$ cat src/rtl/core/seq_pkg.sv
package seq_pkg;

	localparam logic REQ_INSERT  = 1'b0;
	localparam logic REQ_EXTRACT = 1'b1;

	localparam logic [1:0] STATUS_OK    = 2'd0;
	localparam logic [1:0] STATUS_EMPTY = 2'd1;
	localparam logic [1:0] STATUS_FULL  = 2'd2;

	// Shift command broadcast to every cell of the chain
	typedef struct packed {
		logic insert;
		logic extract;
	} shift_ctl_t;

endpackage

$ cat src/rtl/core/seq_cell.sv
module seq_cell #(
	parameter int TIME_BITS = 48,
	parameter int TAG_BITS  = 16
) (
	input  logic                 clk,
	input  seq_pkg::shift_ctl_t  ctl,
	input  logic                 occupied,
	input  logic [TIME_BITS-1:0] new_time,
	input  logic [TAG_BITS-1:0]  new_tag,
	input  logic                 prev_keep,
	input  logic [TIME_BITS-1:0] left_time,
	input  logic [TAG_BITS-1:0]  left_tag,
	input  logic [TIME_BITS-1:0] right_time,
	input  logic [TAG_BITS-1:0]  right_tag,
	output logic                 keep,
	output logic [TIME_BITS-1:0] time_q,
	output logic [TAG_BITS-1:0]  tag_q
);

	// A stored event of equal or earlier time stays ahead of the new one
	assign keep = occupied && (time_q <= new_time);

	always_ff @(posedge clk) begin
		if (ctl.insert) begin
			if (!keep) begin
				if (prev_keep) begin
					time_q <= new_time;
					tag_q  <= new_tag;
				end else begin
					time_q <= left_time;
					tag_q  <= left_tag;
				end
			end
		end else if (ctl.extract) begin
			time_q <= right_time;
			tag_q  <= right_tag;
		end
	end

endmodule

$ cat config.mk
export PLATFORM = sky130hd
export DESIGN_NAME = seq_cell
export DESIGN_NICKNAME = d
export VERILOG_FILES = /design/src/rtl/core/seq_pkg.sv /design/src/rtl/core/seq_cell.sv
export SDC_FILE = /design/constraint.sdc
export NUM_CORES = 1
export LEC_CHECK = 0
export BUFFER_PORTS_ARGS = -buffer_cell sky130_fd_sc_hd__buf_2
export CAP_MARGIN = 10
export CORE_MARGIN = 8
export CORE_UTILIZATION = 46
export CTS_BUF_LIST = sky130_fd_sc_hd__clkbuf_4 sky130_fd_sc_hd__clkbuf_8
export DETAILED_ROUTE_END_ITERATION = 8
export PLACE_DENSITY = 0.84
export SYNTH_ARGS = -nofsm -noshare
export SYNTH_HDL_FRONTEND = slang
export SYNTH_SLANG_ARGS = --single-unit
$ cat constraint.sdc
create_clock -name clk -period 4.25 [get_ports clk]
set_input_delay 0 -clock clk [delete_from_list [all_inputs] [get_ports clk]]
set_output_delay 0 -clock clk [all_outputs]
set_load 0.02 [all_outputs]
Word level (Yosys, flattened, before mapping) --
Index checks and enable logic that the tools add are counted.
Word-level totals: bits in registers 64, latch bits 0, bits in writable memories 0, bits in read-only memories 0, input bits 197, output and inout port bits 65, memories 0
Operators by class: add/subtract/negate cells 0, multipliers 0, divide/modulo/power cells 0, order comparisons 1, equality and inequality tests 1, shift operators 0, muxes and demuxes 8, bitwise gates (word level) 0, reduce and logical (&&, ||, !) cells 3
Operators with widths (number):
- 48-bit 2-to-1 mux | 4
- 16-bit 2-to-1 mux | 4
- 48-bit <= comparator | 1
- 2-bit inequality test (second input constant) | 1
- 2-bit AND reduction | 1
- 2-bit nonzero test | 1
- 1-bit logical AND | 1

Depth between registers and ports, before layout --
depth after elaboration 4, depth in mapped cells 8

Worst setup path after synthesis --
OpenSTA, ideal clock, no wires.
kind flip-flop to flip-flop, start point reg time_q[46], end point reg tag_q[0] (enable), setup time 0.396 ns, arrival time 2.751 ns, data required time 3.854 ns, slack 1.103 ns, cell stages (with the launch flop) 8, buffers on the path 0, cells stage by stage edfxtp_1 ha_1 nand4_2 nor4_2 nand3_1 or3_1 o21ai_1 o31a_2
On the way: word-level cells in the longest chain between the ends 4
RTL lines:
- start: declaration | line seq_cell.sv:16 | output logic [TIME_BITS-1:0] time_q,
- start signal: assignment | line seq_cell.sv:27 | time_q <= new_time;
- start signal: assignment | line seq_cell.sv:30 | time_q <= left_time;
- start signal: assignment | line seq_cell.sv:35 | time_q <= right_time;
- 48-bit <= comparator | line seq_cell.sv:21 | assign keep = occupied && (time_q <= new_time);
- 1-bit logical AND | line seq_cell.sv:21
- 2-bit inequality test (no source line)
- 2-bit AND reduction (no source line)
- end signal: assignment | line seq_cell.sv:28 | tag_q <= new_tag;
- end signal: assignment | line seq_cell.sv:31 | tag_q <= left_tag;
- end signal: assignment | line seq_cell.sv:36 | tag_q <= right_tag;
- end: declaration | line seq_cell.sv:17 | output logic [TAG_BITS-1:0] tag_q
Every way passes these cells. A chain may end at the register's enable or synchronous reset.

Worst setup path in the final report --
start point reg time_q[47], end point reg time_q[22] (enable)
On the way: word-level cells in the longest chain between the ends 4
RTL lines (line):
- 48-bit <= comparator | seq_cell.sv:21
- 1-bit logical AND | seq_cell.sv:21
- 2-bit inequality test (no source line)
- 2-bit AND reduction (no source line)
Every way passes these cells.

==> impl_metrics.tcl <==
set metrics [dict create \
    status "finished, final reports clean" \
    htreeDepth 3 \
    start_util 0.4649 \
    critPathKind "register to register" \
    setup_viol 0 \
    yosys_warnings 0 \
    cp-end-kind "register" \
    rrSetupSlack_ns 0.95 \
    postSynth.asyncResetShare 0 \
    nFillCells 731 \
    cap_violations 0 \
    cts_root_buffer "clkbuf_8" \
    core-area_mm2 0.009594 \
    skew_ns 0.01032 \
    clkTransAtPathRegs_ns 0.07 \
    antenna_left 0 \
    firstDrtPassIters 4 \
    grt_start_max_net_pins 106 \
    grt_first_pass_wirelength_mm 23.67 \
    hold_viol_final 0 \
    postSynthCellCount 452 \
    ff2ff_path_depth 8 \
    clock_latency_ns 0.34 \
    critPathLaunchType "register" \
    crit_end "time_q[22]$_DFFE_PP_" \
    required_ns 4.27 \
    fmax_mhz 303.0 \
    ios 262 \
    p_leak_uw 0.003296 \
    synth_fp_nets 697 \
    antenna_found_initial 0 \
    port_buffers 261 \
    post_drt_via_cell_ratio 5.254 \
    cts_num_sinks 64 \
    crit_path_start "time_q[47]$_DFFE_PP_" \
    clockBufferDepth 2 \
    track_usage 0.2296 \
    wl_per_cell_um 17.69 \
    die_w_um 114.5 \
    synth_area_mm2 0.004461 \
    cp.arrival_ns 3.32 \
    finalMaxSlewViolations 0 \
    row_count 36 \
    ys_ff_latch 64 \
    ys_seq_area_frac 0.4309 \
    area_growth_pct 44.77 \
    peakVddDrop_v 0.0001935 \
    hold_path.class "input port to register" \
    synth_area_per_cell_um2 9.868 \
    first_iter_violations 228 \
    num_vias 4639 \
    p_per_area_mw_per_mm2 298.0 \
    die-area_mm2 0.01310 \
    ys_types 31 \
    cts_tree "built" \
    relSlewSlack 0.2775 \
    rsz0062_at_grt "false" \
    fin_nets 988 \
    drive_gt1_frac 0.3743 \
    synth_edf_count 64 \
    routed_wl_mm 15.62 \
    post_dp_cell_area_mm2 0.005876 \
    r2r-start "time_q[47]$_DFFE_PP_" \
    die_y_um 114.5 \
    dp_hpwl_mm 11.71 \
    numCtsBuffers 9 \
    drc 0 \
    crit_fanout 41 \
    min_period_ns 3.300 \
    design_area_mm2 0.006457 \
    grt_pass1_vias 5022 \
    r2r_end "time_q[22]$_DFFE_PP_" \
    synthFlopType "edfxtp_1" \
    worst_slew_pin_slew_ns 1.084 \
    tns_ns 0 \
    gp_congestion 0.8773 \
    grt_overflow 0 \
    post-route-period-util 0.7765 \
]
==> synth_stat cells, types with 2 or more instances <==
| cell | number | share of area |
|---|---|---|
| nor4_1 | 2 | 0.0028 |
| nand3_1 | 9 | 0.010 |
| nor2_1 | 67 | 0.056 |
| o21ai_0 | 2 | 0.0022 |
| mux2i_1 | 64 | 0.14 |
| inv_1 | 49 | 0.041 |
| edfxtp_1 | 64 | 0.43 |
| buf_2 | 6 | 0.0067 |
| ha_1 | 48 | 0.13 |
| nand4_1 | 9 | 0.013 |
| o211ai_1 | 2 | 0.0034 |
| o31ai_1 | 2 | 0.0034 |
| nand2_1 | 8 | 0.0067 |
| a21oi_1 | 81 | 0.091 |
| a21o_1 | 7 | 0.012 |
| clkbuf_1 | 13 | 0.011 |
| buf_1 | 3 | 0.0025 |
| a211oi_1 | 3 | 0.0050 |
==> power breakdown <==
group / leakage (µW) / internal (µW) / total (µW) / switching [µW]
Sequential: 0.000629 / 783 / 815 / 31.5
Clock: 0.0000990 / 278 / 513 / 235
Combinational: 0.00257 / 256 / 596 / 341
Total: 0.00330 / 1320 / 1920 / 607
==> how the worst min path moves through the flow <==
stage	startpoint	to	slack, ns	cells past startpoint
5_1_grt	right_time[0]	time_q[0]$_DFFE_PP_	0.02	3
3_3_place_gp	right_tag[11]	tag_q[11]$_DFFE_PP_	0.32	3
3_5_place_dp	right_tag[9]	tag_q[9]$_DFFE_PP_	0.33	3
2_1_floorplan	occupied	keep	0.18	2
6_report	right_time[30]	time_q[30]$_DFFE_PP_	0.01	3
4_1_cts	right_time[19]	time_q[19]$_DFFE_PP_	0.004	3
==> critical path, stage by stage, from the launching register on <==
cell and delay, ns:
edfxtp_1 0.41, ha_1 0.36, nand4_2 0.15, nor4_2 0.41, nand3_1 0.22, or3_1 0.35, o21ai_1 0.11, o31a_2 0.60
buf_12 0.32
==> layout make-up <==
cell class                 instances  area, µm²  share of cell area
clock buffer                      11      138.9             0.02151
timing repair buffer             302       1729              0.2678
antenna                            2      5.005           0.0007750
multi-input combinational        317       2265              0.3507
tap                              133      166.4             0.02577
clock inverter                     5      47.55            0.007363
inverter                          49      183.9             0.02848
sequential                        64       1922              0.2976
==> routing by layer <==
layer	up-vias	global-route usage	wire (µm)
met3	63	0.08228	1515
met4	0	0.1517	713
met1	2107	0.2178	5325
li1	2222	-	-
met2	247	0.4096	8062
met5	-	0	0
==> kinds of logic after synthesis <==
| group | count (synthesis) | synth area share |
|---|---|---|
| flops | 64 | 0.4309 |
| compound gates | 103 | 0.1271 |
| simple gates | 102 | 0.1024 |
| fa+ha+maj | 48 | 0.1346 |
| mux | 64 | 0.1436 |
| buf+inv | 71 | 0.06143 |
==> layout by cell type (no fill, tap or decap), types with 7 or more instances in the layout <==
master | synthesis | layout
clkbuf_8 | 0 | 9
nand2_1 | 8 | 8
mux2i_1 | 64 | 64
nand4_1 | 9 | 9
edfxtp_1 | 64 | 64
ha_1 | 48 | 48
a21o_1 | 7 | 7
dlygate4sd3_1 | 0 | 39
a21oi_1 | 81 | 81
nand3_1 | 9 | 9
buf_2 | 6 | 259
nor2_1 | 67 | 67
inv_1 | 49 | 49
==> flip-flops by register name, indices dropped and copies added, names as in the netlist <==
register and flops:
time_q 48, tag_q 16
==> metrics by stage <==
step	utilization	setup slack (ns)	cells	hold WS [ns]	total power [µW]
6_report	0.6731	0.9501	883	0.01106	1924
5_1_grt	0.6725	0.7563	881	0.01762	2026
4_1_cts	0.6725	0.9335	881	0.004149	1927
3_5_place_dp	0.6124	0.9586	826	0.3258	1391
3_3_place_gp	0.6124	1.086	826	0.3195	1360
2_1_floorplan	-	1.103	452	0.1830	1148
==> timing repair <==
item | CTS | global route
gates resized for setup | 0 | 0
setup buffers | 0 | 0
hold buffers | 39 | 0
hold endpoints to repair | 39 | 0
(Power assumes the default switching activity.)
